`config.mk`:
```
export PLATFORM = sky130hd
export DESIGN_NAME = single_switch_mode_controller
export DESIGN_NICKNAME = d
export VERILOG_FILES = /design/src/design/ssmc_pkg.sv /design/src/design/single_switch_mode_controller.sv
export SDC_FILE = /design/constraint.sdc
export NUM_CORES = 1
export LEC_CHECK = 0
export BUFFER_PORTS_ARGS = -buffer_cell sky130_fd_sc_hd__buf_2
export CORE_ASPECT_RATIO = 1.2
export CORE_UTILIZATION = 45
export CTS_CLUSTER_DIAMETER = 50
export DETAILED_ROUTE_END_ITERATION = 8
export HOLD_SLACK_MARGIN = 0.03
export PLACE_DENSITY_LB_ADDON = 0.3
export SYNTH_ARGS = -nofsm -noshare
export SYNTH_HDL_FRONTEND = slang
export SYNTH_SLANG_ARGS = --single-unit
```
`constraint.sdc`:
```
create_clock -name clock -period 8.3 [get_ports clock]
set_input_delay 1.66 -clock clock [delete_from_list [all_inputs] [get_ports clock]]
set_output_delay 1.66 -clock clock [all_outputs]
set_load 0.02 [all_outputs]
```
`src/design/ssmc_pkg.sv`:
```
`timescale 1ns / 1ps
`default_nettype none
// ----------------------------------------------------------------------------
// Single-switch mode controller package
// Shared constants, register indexes and mode helper functions.
// ----------------------------------------------------------------------------
package ssmc_pkg;

   localparam int unsigned MODE_COUNT      = 7;
   localparam int unsigned MODE_WIDTH      = 3;
   localparam int unsigned CSR_DATA_WIDTH  = 16;
   localparam logic [7:0]  FULL_LEVEL      = 8'd255;

   localparam logic [7:0] LEVEL_TABLE [8] = '{
      8'd0, 8'd1, 8'd3, 8'd12, 8'd40, 8'd125, 8'd255, 8'd255
   };

   localparam logic        REVERSE_ORDER_RESET      = 1'b0;
   localparam logic [6:0]  LONG_PRESS_TICKS_RESET   = 7'd33;
   localparam logic [15:0] TURBO_LIMIT_RESET        = 16'd5625;
   localparam logic [7:0]  LOW_THRESHOLD_RESET      = 8'd130;
   localparam logic [7:0]  CRITICAL_THRESHOLD_RESET = 8'd120;
   localparam logic [7:0]  RECHECK_DELAY_RESET      = 8'd188;
   localparam logic [5:0]  READOUT_STEP_RESET       = 6'd11;
   localparam logic [7:0]  RELEASE_MASK_RESET       = 8'h0F;
   localparam logic [2:0]  STRIKE_LIMIT             = 3'd4;

   typedef enum logic [2:0] {
      CSR_REVERSE_ORDER,
      CSR_LONG_PRESS_TICKS,
      CSR_TURBO_LIMIT,
      CSR_LOW_THRESHOLD,
      CSR_CRITICAL_THRESHOLD,
      CSR_RECHECK_DELAY,
      CSR_READOUT_STEP,
      CSR_RELEASE_MASK
   } csr_index_type;

   function automatic logic [7:0] level_of(input logic [MODE_WIDTH-1:0] mode);
      level_of = LEVEL_TABLE[mode];
   endfunction

   function automatic logic [MODE_WIDTH-1:0] mode_up(input logic [MODE_WIDTH-1:0] mode);
      logic [MODE_WIDTH:0] next;
      next = {1'b0, mode} + (MODE_WIDTH+1)'(1);
      mode_up = (next >= (MODE_WIDTH+1)'(MODE_COUNT)) ? '0 : next[MODE_WIDTH-1:0];
   endfunction

   function automatic logic [MODE_WIDTH-1:0] mode_down(input logic [MODE_WIDTH-1:0] mode);
      mode_down = (mode == '0) ? MODE_WIDTH'(MODE_COUNT - 1)
                               : mode - MODE_WIDTH'(1);
   endfunction

endpackage
`default_nettype wire

```
`src/design/single_switch_mode_controller.sv`:
```
`timescale 1ns / 1ps
`default_nettype none
// ----------------------------------------------------------------------------
// Single-switch mode controller
// Debounces one switch, steps through the light modes, steps down on turbo
// timeout and low battery, and reports a battery readout after a tap to off.
// ----------------------------------------------------------------------------
// One request word is one tick. The finish state loads its response word;
// the divide state comes first when a division is needed: a held press needs
// the press count modulo the long-press length, and an armed readout needs
// the blink count quotient. Both go through one shared 8-step restoring
// divider, one quotient bit per cycle. The next word is accepted in the cycle
// after the response is loaded, so the response may wait under stall while
// the next word is taken; a further word waits until that response leaves.
module single_switch_mode_controller (
   input  wire logic                         clock,
   input  wire logic                         reset,
   input  wire logic                         req_valid,
   output      logic                         req_stall,
   input  wire logic                         req_switch_down,
   input  wire logic                         req_sample_ready,
   input  wire logic [7:0]                   req_battery_sample,
   output      logic                         rsp_valid,
   input  wire logic                         rsp_stall,
   output      logic [2:0]                   rsp_mode_number,
   output      logic [7:0]                   rsp_drive_level,
   output      logic                         rsp_start_sample,
   output      logic [7:0]                   rsp_blink_count,
   input  wire logic                         csr_write_enable,
   input  wire ssmc_pkg::csr_index_type      csr_index,
   input  wire logic [ssmc_pkg::CSR_DATA_WIDTH-1:0] csr_write_data
);
   import ssmc_pkg::*;

   typedef enum logic [1:0] {
      ST_IDLE,
      ST_DECIDE,
      ST_DIVIDE,
      ST_FINISH
   } state_type;

   state_type state_ff, state_in;

   logic        reverse_order_ff, reverse_order_in;
   logic [6:0]  long_press_ticks_ff, long_press_ticks_in;
   logic [15:0] turbo_limit_ff, turbo_limit_in;
   logic [7:0]  low_threshold_ff, low_threshold_in;
   logic [7:0]  critical_threshold_ff, critical_threshold_in;
   logic [7:0]  recheck_delay_ff, recheck_delay_in;
   logic [5:0]  readout_step_ff, readout_step_in;
   logic [7:0]  release_mask_ff, release_mask_in;

   logic [7:0]  switch_history_ff, switch_history_in;
   logic [7:0]  press_ticks_ff, press_ticks_in;
   logic [15:0] turbo_ticks_ff, turbo_ticks_in;
   logic [7:0]  check_wait_ff, check_wait_in;
   logic [7:0]  lit_ticks_ff, lit_ticks_in;
   logic [2:0]  low_strikes_ff, low_strikes_in;
   logic [2:0]  mode_ff, mode_in;
   logic        readout_armed_ff, readout_armed_in;

   logic        ready_ff, ready_in;
   logic [7:0]  sample_ff, sample_in;
   logic        start_ff, start_in;
   logic        do_press_ff, do_press_in;
   logic        do_blink_ff, do_blink_in;

   logic [7:0]  rem_ff, rem_in;
   logic [7:0]  quo_ff, quo_in;
   logic [6:0]  divisor_ff, divisor_in;
   logic [2:0]  count_ff, count_in;

   logic        rsp_valid_ff, rsp_valid_in;
   logic [2:0]  rsp_mode_number_ff, rsp_mode_number_in;
   logic [7:0]  rsp_drive_level_ff, rsp_drive_level_in;
   logic        rsp_start_sample_ff, rsp_start_sample_in;
   logic [7:0]  rsp_blink_count_ff, rsp_blink_count_in;

   logic [6:0]  long_len;
   logic [7:0]  long_len_x2;
   logic [5:0]  step_size;
   logic [7:0]  press_next;

   assign long_len    = (long_press_ticks_ff < 7'd2) ? 7'd2 : long_press_ticks_ff;
   assign long_len_x2 = {long_len, 1'b0};
   assign step_size   = (readout_step_ff == 6'd0) ? 6'd1 : readout_step_ff;
   assign press_next  = (press_ticks_ff == 8'hFF) ? press_ticks_ff
                                                  : press_ticks_ff + 8'd1;

   always_comb begin
      logic [2:0]  mode_a;
      logic [2:0]  strikes_a;
      logic [7:0]  limit;
      logic [7:0]  trial;
      logic [15:0] turbo_next;

      state_in              = state_ff;
      reverse_order_in      = reverse_order_ff;
      long_press_ticks_in   = long_press_ticks_ff;
      turbo_limit_in        = turbo_limit_ff;
      low_threshold_in      = low_threshold_ff;
      critical_threshold_in = critical_threshold_ff;
      recheck_delay_in      = recheck_delay_ff;
      readout_step_in       = readout_step_ff;
      release_mask_in       = release_mask_ff;
      switch_history_in     = switch_history_ff;
      press_ticks_in        = press_ticks_ff;
      turbo_ticks_in        = turbo_ticks_ff;
      check_wait_in         = check_wait_ff;
      lit_ticks_in          = lit_ticks_ff;
      low_strikes_in        = low_strikes_ff;
      mode_in               = mode_ff;
      readout_armed_in      = readout_armed_ff;
      ready_in              = ready_ff;
      sample_in             = sample_ff;
      start_in              = start_ff;
      do_press_in           = do_press_ff;
      do_blink_in           = do_blink_ff;
      rem_in                = rem_ff;
      quo_in                = quo_ff;
      divisor_in            = divisor_ff;
      count_in              = count_ff;
      rsp_valid_in          = rsp_valid_ff & rsp_stall;
      rsp_mode_number_in    = rsp_mode_number_ff;
      rsp_drive_level_in    = rsp_drive_level_ff;
      rsp_start_sample_in   = rsp_start_sample_ff;
      rsp_blink_count_in    = rsp_blink_count_ff;
      mode_a                = mode_ff;
      strikes_a             = low_strikes_ff;
      limit                 = low_threshold_ff;
      trial                 = {rem_ff[6:0], quo_ff[7]};
      turbo_next            = turbo_ticks_ff + 16'd1;

      if (csr_write_enable) begin
         case (csr_index)
            CSR_REVERSE_ORDER:      reverse_order_in      = csr_write_data[0];
            CSR_LONG_PRESS_TICKS:   long_press_ticks_in   = csr_write_data[6:0];
            CSR_TURBO_LIMIT:        turbo_limit_in        = csr_write_data[15:0];
            CSR_LOW_THRESHOLD:      low_threshold_in      = csr_write_data[7:0];
            CSR_CRITICAL_THRESHOLD: critical_threshold_in = csr_write_data[7:0];
            CSR_RECHECK_DELAY:      recheck_delay_in      = csr_write_data[7:0];
            CSR_READOUT_STEP:       readout_step_in       = csr_write_data[5:0];
            CSR_RELEASE_MASK:       release_mask_in       = csr_write_data[7:0];
            default: ;
         endcase
      end

      case (state_ff)
         ST_IDLE: begin
            if (req_valid) begin
               ready_in          = req_sample_ready;
               sample_in         = req_battery_sample;
               switch_history_in = {switch_history_ff[6:0], req_switch_down};
               if (mode_ff == 3'd0) begin
                  lit_ticks_in = 8'd0;
               end else if (lit_ticks_ff != 8'hFF) begin
                  lit_ticks_in = lit_ticks_ff + 8'd1;
               end
               state_in = ST_DECIDE;
            end
         end
         ST_DECIDE: begin
            start_in    = 1'b0;
            do_press_in = 1'b0;
            do_blink_in = 1'b0;
            rem_in      = 8'd0;
            count_in    = 3'd0;
            if ((switch_history_ff & release_mask_ff) != 8'd0) begin
               press_ticks_in = press_next;
               turbo_ticks_in = 16'd0;
               check_wait_in  = recheck_delay_ff;
               quo_in         = press_next;
               divisor_in     = long_len;
               do_press_in    = 1'b1;
               state_in       = ST_DIVIDE;
            end else begin
               press_ticks_in = 8'd0;
               state_in       = ST_FINISH;
               if (press_ticks_ff != 8'd0 && press_ticks_ff < {1'b0, long_len}) begin
                  mode_a = reverse_order_ff ? mode_up(mode_ff) : mode_down(mode_ff);
                  if (lit_ticks_ff < long_len_x2) begin
                     lit_ticks_in = 8'd1;
                     if (mode_a == 3'd0) begin
                        readout_armed_in = 1'b1;
                     end
                  end
               end else begin
                  if (level_of(mode_ff) == FULL_LEVEL) begin
                     turbo_ticks_in = turbo_next;
                     if (turbo_next > turbo_limit_ff) begin
                        mode_a = mode_down(mode_ff);
                     end
                  end
                  if (check_wait_ff != 8'd0) begin
                     check_wait_in = check_wait_ff - 8'd1;
                  end else begin
                     if (ready_ff) begin
                        limit = (mode_a == 3'd1) ? critical_threshold_ff : low_threshold_ff;
                        if (sample_ff < limit) begin
                           if (low_strikes_ff != 3'd7) begin
                              strikes_a = low_strikes_ff + 3'd1;
                           end
                        end else begin
                           strikes_a = 3'd0;
                        end
                        if (readout_armed_ff) begin
                           readout_armed_in = 1'b0;
                           if (sample_ff >= low_threshold_ff) begin
                              quo_in      = sample_ff - low_threshold_ff;
                              divisor_in  = {1'b0, step_size};
                              do_blink_in = 1'b1;
                              state_in    = ST_DIVIDE;
                           end
                        end
                     end
                     if (strikes_a >= STRIKE_LIMIT) begin
                        mode_a        = mode_down(mode_a);
                        strikes_a     = 3'd0;
                        check_wait_in = recheck_delay_ff;
                     end
                     low_strikes_in = strikes_a;
                     start_in       = 1'b1;
                  end
               end
               mode_in = mode_a;
            end
         end
         ST_DIVIDE: begin
            if (trial >= {1'b0, divisor_ff}) begin
               rem_in = trial - {1'b0, divisor_ff};
               quo_in = {quo_ff[6:0], 1'b1};
            end else begin
               rem_in = trial;
               quo_in = {quo_ff[6:0], 1'b0};
            end
            count_in = count_ff + 3'd1;
            if (count_ff == 3'd7) begin
               state_in = ST_FINISH;
            end
         end
         ST_FINISH: begin
            if (!rsp_valid_ff || !rsp_stall) begin
               if (do_press_ff && rem_ff == {1'b0, long_len} - 8'd1) begin
                  mode_a = reverse_order_ff ? mode_down(mode_ff) : mode_up(mode_ff);
               end
               if (do_press_ff && press_ticks_ff == long_len_x2) begin
                  press_ticks_in = {1'b0, long_len};
               end
               mode_in             = mode_a;
               rsp_valid_in        = 1'b1;
               rsp_mode_number_in  = mode_a;
               rsp_drive_level_in  = level_of(mode_a);
               rsp_start_sample_in = start_ff;
               rsp_blink_count_in  = do_blink_ff ? quo_ff : 8'd0;
               state_in            = ST_IDLE;
            end
         end
         default: begin
            state_in = ST_IDLE;
         end
      endcase
   end

   always_ff @(posedge clock) begin
      if (reset) begin
         state_ff              <= ST_IDLE;
         reverse_order_ff      <= REVERSE_ORDER_RESET;
         long_press_ticks_ff   <= LONG_PRESS_TICKS_RESET;
         turbo_limit_ff        <= TURBO_LIMIT_RESET;
         low_threshold_ff      <= LOW_THRESHOLD_RESET;
         critical_threshold_ff <= CRITICAL_THRESHOLD_RESET;
         recheck_delay_ff      <= RECHECK_DELAY_RESET;
         readout_step_ff       <= READOUT_STEP_RESET;
         release_mask_ff       <= RELEASE_MASK_RESET;
         switch_history_ff     <= 8'd0;
         press_ticks_ff        <= 8'd0;
         turbo_ticks_ff        <= 16'd0;
         check_wait_ff         <= RECHECK_DELAY_RESET;
         lit_ticks_ff          <= 8'd0;
         low_strikes_ff        <= 3'd0;
         mode_ff               <= 3'd0;
         readout_armed_ff      <= 1'b0;
         start_ff              <= 1'b0;
         do_press_ff           <= 1'b0;
         do_blink_ff           <= 1'b0;
         count_ff              <= 3'd0;
         rsp_valid_ff          <= 1'b0;
      end else begin
         state_ff              <= state_in;
         reverse_order_ff      <= reverse_order_in;
         long_press_ticks_ff   <= long_press_ticks_in;
         turbo_limit_ff        <= turbo_limit_in;
         low_threshold_ff      <= low_threshold_in;
         critical_threshold_ff <= critical_threshold_in;
         recheck_delay_ff      <= recheck_delay_in;
         readout_step_ff       <= readout_step_in;
         release_mask_ff       <= release_mask_in;
         switch_history_ff     <= switch_history_in;
         press_ticks_ff        <= press_ticks_in;
         turbo_ticks_ff        <= turbo_ticks_in;
         check_wait_ff         <= check_wait_in;
         lit_ticks_ff          <= lit_ticks_in;
         low_strikes_ff        <= low_strikes_in;
         mode_ff               <= mode_in;
         readout_armed_ff      <= readout_armed_in;
         start_ff              <= start_in;
         do_press_ff           <= do_press_in;
         do_blink_ff           <= do_blink_in;
         count_ff              <= count_in;
         rsp_valid_ff          <= rsp_valid_in;
      end
      ready_ff            <= ready_in;
      sample_ff           <= sample_in;
      rem_ff              <= rem_in;
      quo_ff              <= quo_in;
      divisor_ff          <= divisor_in;
      rsp_mode_number_ff  <= rsp_mode_number_in;
      rsp_drive_level_ff  <= rsp_drive_level_in;
      rsp_start_sample_ff <= rsp_start_sample_in;
      rsp_blink_count_ff  <= rsp_blink_count_in;
   end

   assign req_stall        = (state_ff != ST_IDLE);
   assign rsp_valid        = rsp_valid_ff;
   assign rsp_mode_number  = rsp_mode_number_ff;
   assign rsp_drive_level  = rsp_drive_level_ff;
   assign rsp_start_sample = rsp_start_sample_ff;
   assign rsp_blink_count  = rsp_blink_count_ff;

endmodule
`default_nettype wire

```
After elaboration in Yosys (flattened, before gate mapping)
Memories as Yosys holds them, arrays and structs flattened. A register that Yosys moved wholly into a read port is not among the register bits.
Cells that the tools add are included.
- add/subtract/negate cells: 12
- magnitude comparators: 10
- equal/unequal tests: 36
- multiplexer cells: 95
- bitwise logic cells: 7
- reduce and logical (&&, ||, !) cells: 45
- operators with widths (operator ; number):
    $mux W8 ; 24
    $mux W3 ; 26
    $pmux W8 S2 ; 4
    $mux W7 ; 7
    $mux W16 ; 3
    $mux W1 ; 24
    $reduce_and A6 Y1 ; 4
    $reduce_bool A8 Y1 ; 3
    $ne A3 B3 Y1 const B ; 7
    $ne A2 B2 Y1 const B ; 10
    $reduce_and A2 Y1 ; 10
    $reduce_bool A2 Y1 ; 9
    $add A16 B1 Y16 const B ; 1
    $add A8 B1 Y8 const B ; 2
    $eq A8 B8 Y1 ; 2
    $eq A8 B8 Y1 const B ; 2
    $gt A16 B16 Y1 ; 1
    $lt A8 B8 Y1 ; 2
    $eq A3 B3 Y1 const B ; 5
    $reduce_and A3 Y1 ; 5
    $logic_not A3 Y1 ; 4
    $pmux W3 S2 ; 2
    $and A8 B8 Y8 ; 1
    $ge A8 B7 Y1 ; 1
    other kinds (32) ; 46
- bits in registers: 170
- bits in read-only memories: 128
- bits of input ports: 34
- output and inout bits: 22
- word-level logic and storage cells: 237
- memories: 2
- memory list (memory ; depth ; bits a word ; rd ports ; clocked after memory_dff ; write ports ; line ; text):
    (name not given) ; 8 ; 8 ; 1 ; 1 ; 0 ; ssmc_pkg.sv:40 ; level_of = LEVEL_TABLE[mode];
    (name not given) ; 8 ; 8 ; 1 ; 0 ; 0 ; ssmc_pkg.sv:40 ;

Depth between registers and ports, before layout
- word-level depth: 24
- depth in mapped cells: 28
- mapped depth without buffers: 25

Least setup slack after synthesis
Ideal clock, no wire load.
- kind: register to register
- start point: reg turbo_ticks_ff[0]
- end point: reg mode_ff[2]
- setup time: 0.122 ns
- arrival: 5.829 ns
- required time: 8.178 ns
- setup slack: 2.349 ns
- cell stages (with the launch flop): 26
- path buffers: 3
- clock period less this slack: 5.951 ns
- cell sequence: dfxtp_1 -> ha_1 -> and3_1 -> clkbuf_1 -> and3_1 -> and3_1 -> nand3_1 -> xnor2_1 -> ha_1 -> nand4_1 -> or3_1 -> a21o_1 -> a311oi_1 -> mux2_2 -> ha_1 -> nor2b_1 -> clkbuf_1 -> clkbuf_1 -> a21oi_1 -> ha_1 -> a2111o_1 -> o211ai_1 -> a41oi_1 -> a221oi_1 -> a211oi_1 -> a311o_1
- cells in the longest elaborated chain, start to end: 22
- elaborated cells between the ends (all ways): 25
- classes of those cells: 2 x add/sub; 3 x order compare; 1 x eq/ne; 18 x mux; 1 x reduce/logical
- ends and longest elaborated chain (item ; line ; text):
    from (decl) ; single_switch_mode_controller.sv:55 ; logic [15:0] turbo_ticks_ff, turbo_ticks_in;
    from (signal assigned) ; single_switch_mode_controller.sv:300 ; turbo_ticks_ff <= turbo_ticks_in;
    $add A16 B1 Y16 * ; single_switch_mode_controller.sv:132 ; turbo_next = turbo_ticks_ff + 16'd1;
    $gt A16 B16 Y1 * ; single_switch_mode_controller.sv:190 ; if (turbo_next > turbo_limit_ff) begin
    $mux W3 * ; single_switch_mode_controller.sv:190 ;
    $mux W3 * ; single_switch_mode_controller.sv:188 ; if (level_of(mode_ff) == FULL_LEVEL) begin
    $mux W3 * ; single_switch_mode_controller.sv:179 ; if (press_ticks_ff != 8'd0 && press_ticks_ff < {1'b0, long_len}) begin
    $mux W3 * ; single_switch_mode_controller.sv:168 ; if ((switch_history_ff & release_mask_ff) != 8'd0) begin
    $mux W3 * ; single_switch_mode_controller.sv:148 ; case (state_ff)
    $eq A3 B1 Y1 ; single_switch_mode_controller.sv:198 ; limit = (mode_a == 3'd1) ? critical_threshold_ff : low_threshold_ff;
    [6 not listed] ; - ;
    $mux W3 ; single_switch_mode_controller.sv:168 ;
    $mux W3 ; single_switch_mode_controller.sv:148 ;
    $ge A3 B3 Y1 ; single_switch_mode_controller.sv:216 ; if (strikes_a >= STRIKE_LIMIT) begin
    $mux W3 ; single_switch_mode_controller.sv:216 ;
    $mux W3 * ; single_switch_mode_controller.sv:194 ; if (check_wait_ff != 8'd0) begin
    $mux W3 * ; single_switch_mode_controller.sv:179 ;
    $mux W3 * ; single_switch_mode_controller.sv:168 ;
    $pmux W3 S2 * ; single_switch_mode_controller.sv:148 ;
    to (signal assigned) ; single_switch_mode_controller.sv:304 ; mode_ff <= mode_in;
    to (decl) ; single_switch_mode_controller.sv:59 ; logic [2:0] mode_ff, mode_in;
Every way passes the cells marked *; elsewhere a longest branch is shown, timed or not. The select of a mux whose other input is x is not followed.
A chain may end at the register's enable or synchronous reset.

Worst setup path after layout
- start point: reg turbo_ticks_ff[0]
- end point: reg check_wait_ff[4]
- cells in the longest elaborated chain, start to end: 19
- ends and longest elaborated chain (item ; line ; text):
    $add A16 B1 Y16 ; single_switch_mode_controller.sv:132 ;
    $gt A16 B16 Y1 ; single_switch_mode_controller.sv:190 ;
    $mux W3 ; single_switch_mode_controller.sv:190 ;
    $mux W3 ; single_switch_mode_controller.sv:188 ;
    $mux W3 ; single_switch_mode_controller.sv:179 ;
    $mux W3 ; single_switch_mode_controller.sv:168 ;
    $mux W3 ; single_switch_mode_controller.sv:148 ;
    $eq A3 B1 Y1 ; single_switch_mode_controller.sv:198 ;
    [3 not listed] ; - ;
    $mux W3 ; single_switch_mode_controller.sv:197 ; if (ready_ff) begin
    $mux W3 ; single_switch_mode_controller.sv:194 ;
    $mux W3 ; single_switch_mode_controller.sv:179 ;
    $mux W3 ; single_switch_mode_controller.sv:168 ;
    $mux W3 ; single_switch_mode_controller.sv:148 ;
    $ge A3 B3 Y1 ; single_switch_mode_controller.sv:216 ;
    $reduce_bool A3 Y1 (no source line) ; - ;
    $reduce_and A3 Y1 (no source line) ; - ;
    to (signal assigned) ; single_switch_mode_controller.sv:301 ; check_wait_ff <= check_wait_in;
    to (decl) ; single_switch_mode_controller.sv:56 ; logic [7:0] check_wait_ff, check_wait_in;
No other way between the ends. The select of a mux whose other input is x is not followed.

==> flow_metrics.py <==
metrics = {
    "power_and_ir_drop": {
        "vdd.ir_drop.worst_mv": 0.156,
        "power_per_cell_area_nw_per_um2": 279,
        "static-leakage-power_nw": 4.34,
        "fin_total_pwr_w": 0.00307,
    },
    "outcome": {
        "outcome": "finished clean",
    },
    "logic_synthesis": {
        "ys_warn_count": 0,
        "netlist_top_cells_area": "sky130_fd_sc_hd__dfxtp_1 25%, sky130_fd_sc_hd__edfxtp_1 15%, sky130_fd_sc_hd__ha_1 9.1%, sky130_fd_sc_hd__a21oi_1 5.3%, sky130_fd_sc_hd__nand2_1 4.8%",
        "post_synth_and_or_nand_nor_area_fraction": 0.192,
        "muxShareOfSynthArea": 0.0516,
        "synth_compound_gate_area_share": 0.170,
        "synth_top_cell_by_area": "sky130_fd_sc_hd__dfxtp_1",
        "synth_fp_nets": 1251,
        "postSynth.topFlopCell": "sky130_fd_sc_hd__dfxtp_1",
        "synth-xor-area-share": 0.0362,
        "synth.cell_area_sq_um": 9930,
        "ys_types": 72,
        "asyncSetResetFlopFracSynth": 0,
        "number_of_flops_mapped_to_enable_cells_by_yosys": 50,
        "synth.ff_latch_count": 176,
        "post_synth_fa_ha_maj_area_fraction": 0.0948,
        "synth_top_area_share": 0.254,
        "ys_seq_area_frac": 0.405,
        "netlist_instances": 1143,
        "synth.avg_cell_area_sq_um": 8.68,
        "largest_family_of_logic_cells_by_synthesized_area": "simple AND/OR/NAND/NOR gates",
    },
    "worst_setup_path": {
        "startpoint_type_of_the_worst_setup_path": "register",
        "setup.worst_path.class": "reg -> reg",
        "critical_path_required_ps": 8620,
        "worst_setup_path_end_kind": "register",
        "critPathArrivalTime_ps": 7180,
        "worstSetupEndpoint": "check_wait_ff[4]",
        "reg2reg_capture_point": "check_wait_ff[4]",
        "rr_worst_depth": 24,
        "timing.rr.start": "turbo_ticks_ff[0]",
        "worst_setup_startpoint": "turbo_ticks_ff[0]",
        "regToRegSetupSlack_ps": 1440,
        "worstPathMaxFanout": 15,
    },
    "global_routing": {
        "via_count_of_the_first_global_routing_pass": 7844,
        "antenna_violations_before_repair": 0,
        "gr-usage-all-layers": 0.230,
        "grt-ovfl-total": 0,
        "grt_first_pass_wirelength_um": 40100,
        "grt_max_degree": 91,
    },
    "placement": {
        "detailedPlacementHpwl_um": 17800,
        "detailed_place.area_sq_um": 10400,
        "port_buffers": 55,
        "place.gp.congestion": 0.896,
    },
    "job": {
        "drv.max_cap_violation_count": 0,
    },
    "timing": {
        "layout_worst_path_cycle_share": 0.826,
        "fin_setup_tns_ps": 0,
        "finalHoldViolations": 0,
        "final-setup-viol-count": 0,
        "worst_rel_slew_slack": 0.211,
        "timing_max_transition_violations_final": 0,
        "fin_worst_hold_slack_ps": 439,
        "max_freq_ghz": 0.146,
        "timing_worst_slew_pin_value_ps": 1160,
        "rsz0062_at_grt": "no",
        "fin_skew_ps": 13.0,
        "finalCriticalPeriod_ps": 6860,
    },
    "layout": {
        "num_antenna_cells": 0,
        "area_growth_syn_to_layout_pct": 10.8,
        "fillCellCount": 2022,
        "nNetsFinal": 1281,
        "finish.instance_area_sq_um": 11000,
        "area_of_the_multi_input_gates_sq_um": 5420,
        "sequential_cell_area_sq_um": 4020,
        "share_of_final_layout_standard_cells_stronger_than_drive_strength_1": 0.103,
    },
    "die": {
        "floorplan.die.height_um": 165,
        "boundaryPins": 56,
        "start_util": 0.459,
        "dieArea_sq_um": 22700,
        "row_count": 59,
        "die_w_um": 138,
        "core_region_area_sq_um": 21600,
    },
    "drt": {
        "drc_errors": 0,
        "first_iter_violations": 594,
        "vias": 8293,
        "avgViaCountPerCell": 5.68,
        "first_pass_iters": 5,
        "wl_per_cell_um": 16.9,
        "drt.antenna.violating_nets": 0,
        "drt-total-wl_um": 24700,
    },
    "cts": {
        "postCtsSetupRepairBufs": 0,
        "h-tree-depth": 4,
        "insertion_delay_ps": 450,
        "cts.root.buffer_cell": "sky130_fd_sc_hd__clkbuf_16",
        "clockBufferDepth": 2,
        "cts_hold_repair.buffers": 0,
        "cts-buffers-inserted": 17,
        "cts_tree": "done",
        "number_of_clock_sinks_seen_by_cts": 176,
        "post_cts.resized_instances": 0,
        "clk_transition_reported_paths_ps": 80,
    },
    "hold_path": {
        "timing.hold.worst.class": "reg -> reg",
    },
}
-- where the power goes --
group          switching [W]  internal [W]  total [W]
Clock               0.000413      0.000414   0.000827
Sequential          0.000118       0.00103    0.00115
Combinational       0.000675      0.000418    0.00109
-- Yosys cell counts (all sizes together) (25+ instances only) --
| master | count |
|---|---|
| edfxtp | 50 |
| dfxtp | 126 |
| nor2 | 117 |
| clkbuf | 44 |
| a21oi | 106 |
| nand2 | 127 |
| mux2i | 45 |
| nand3 | 26 |
| nor3 | 25 |
| ha | 72 |
| inv | 68 |
| o21ai | 65 |
-- area by class of cell --
class	count	area share
Clock buffer	17	0.0387
Clock inverter	15	0.0169
Inverter	70	0.0239
Multi-Input combinational cell	844	0.492
Sequential cell	176	0.366
Tap cell	274	0.0312
Timing Repair Buffer	64	0.0312
-- worst max-delay path, stage by stage, from the launching register on --
cell and delay [ps]:
sky130_fd_sc_hd__dfxtp_1 410, sky130_fd_sc_hd__ha_1 250, sky130_fd_sc_hd__and3_1 300, sky130_fd_sc_hd__and3_1 270, sky130_fd_sc_hd__and3_1 250, sky130_fd_sc_hd__nand3_1 110, sky130_fd_sc_hd__xnor2_1 150, sky130_fd_sc_hd__ha_1 330
sky130_fd_sc_hd__nand4_1 160, sky130_fd_sc_hd__or3_1 390, sky130_fd_sc_hd__a21o_1 170, sky130_fd_sc_hd__a311oi_1 280, sky130_fd_sc_hd__mux2_2 240, sky130_fd_sc_hd__ha_1 140, sky130_fd_sc_hd__nor2b_1 810, sky130_fd_sc_hd__a21oi_1 170
sky130_fd_sc_hd__ha_1 350, sky130_fd_sc_hd__nand4_1 120, sky130_fd_sc_hd__a21oi_1 200, sky130_fd_sc_hd__o21ai_0 130, sky130_fd_sc_hd__nand2b_1 100, sky130_fd_sc_hd__a21oi_1 100, sky130_fd_sc_hd__o311ai_1 960, sky130_fd_sc_hd__o21ba_2 280
sky130_fd_sc_hd__o21ai_1 60
-- registers in the layout (all words and copies together) (netlist names), 2 cells and up --
signal and cells:
turbo_limit_ff 16, turbo_ticks_ff 16, check_wait_ff 8, critical_threshold_ff 8, lit_ticks_ff 8, low_threshold_ff 8, press_ticks_ff 8, quo_ff 8
recheck_delay_ff 8, release_mask_ff 8, rem_ff 8, rsp_blink_count 8, sample_ff 8, switch_history_ff 8, divisor_ff 7, long_press_ticks_ff 7
rsp_drive_level 7, readout_step_ff 6, count_ff 3, low_strikes_ff 3, mode_ff 3, rsp_mode_number 2, state_ff 2
-- layer usage --
metal	track usage	share of wire
met5	0	0
met4	0.0859	0.023
met3	0.0396	0.049
met2	0.382	0.48
met1	0.296	0.45
-- cell usage in the layout, fill, tap and decap left out, types with 10 or more instances in the layout --
cell,instances
sky130_fd_sc_hd__nor3_1,25
sky130_fd_sc_hd__nand3_1,26
sky130_fd_sc_hd__nor2b_1,11
sky130_fd_sc_hd__clkbuf_16,17
sky130_fd_sc_hd__ha_1,72
sky130_fd_sc_hd__a31oi_1,10
sky130_fd_sc_hd__and3_1,16
sky130_fd_sc_hd__edfxtp_1,50
sky130_fd_sc_hd__xor2_1,21
sky130_fd_sc_hd__xnor2_1,20
sky130_fd_sc_hd__a22oi_1,10
sky130_fd_sc_hd__mux2i_1,44
sky130_fd_sc_hd__a211oi_1,18
sky130_fd_sc_hd__nand4_1,11
sky130_fd_sc_hd__and2_1,10
sky130_fd_sc_hd__nor2_1,116
sky130_fd_sc_hd__a21oi_1,104
sky130_fd_sc_hd__inv_1,67
sky130_fd_sc_hd__buf_2,55
sky130_fd_sc_hd__nand2_1,126
sky130_fd_sc_hd__nand2b_1,15
sky130_fd_sc_hd__o211ai_1,17
sky130_fd_sc_hd__o21ai_0,57
sky130_fd_sc_hd__dfxtp_1,126
-- cell families (layout without fill, tap and decap cells) --
group	after synthesis	in the layout
mux	49	49
flops	176	176
simple gates	405	405
fa+ha+maj	74	74
buf+inv	123	166
compound gates	275	275
xor+xnor	41	41
-- through the flow --
stage,cells,worst slack [ps],util
2_1_floorplan,1143,2350,-
3_3_place_gp,1428,1810,0.480
3_5_place_dp,1428,1620,0.480
4_1_cts,1460,1590,0.509
5_1_grt,1460,908,0.509
6_report,1460,1440,0.509
-- worst min path at each step --
stage / start / end / slack [ps] / depth (start not counted)
after floorplan: start_ff / rsp_start_sample / 410 / 0
after global routing: start_ff / rsp_start_sample / 450 / 0
after CTS: start_ff / rsp_start_sample / 440 / 0
after detailed placement: start_ff / rsp_start_sample / 420 / 0
final: start_ff / rsp_start_sample / 440 / 0
after global placement: start_ff / rsp_start_sample / 430 / 0
(Power assumes the default switching activity.)
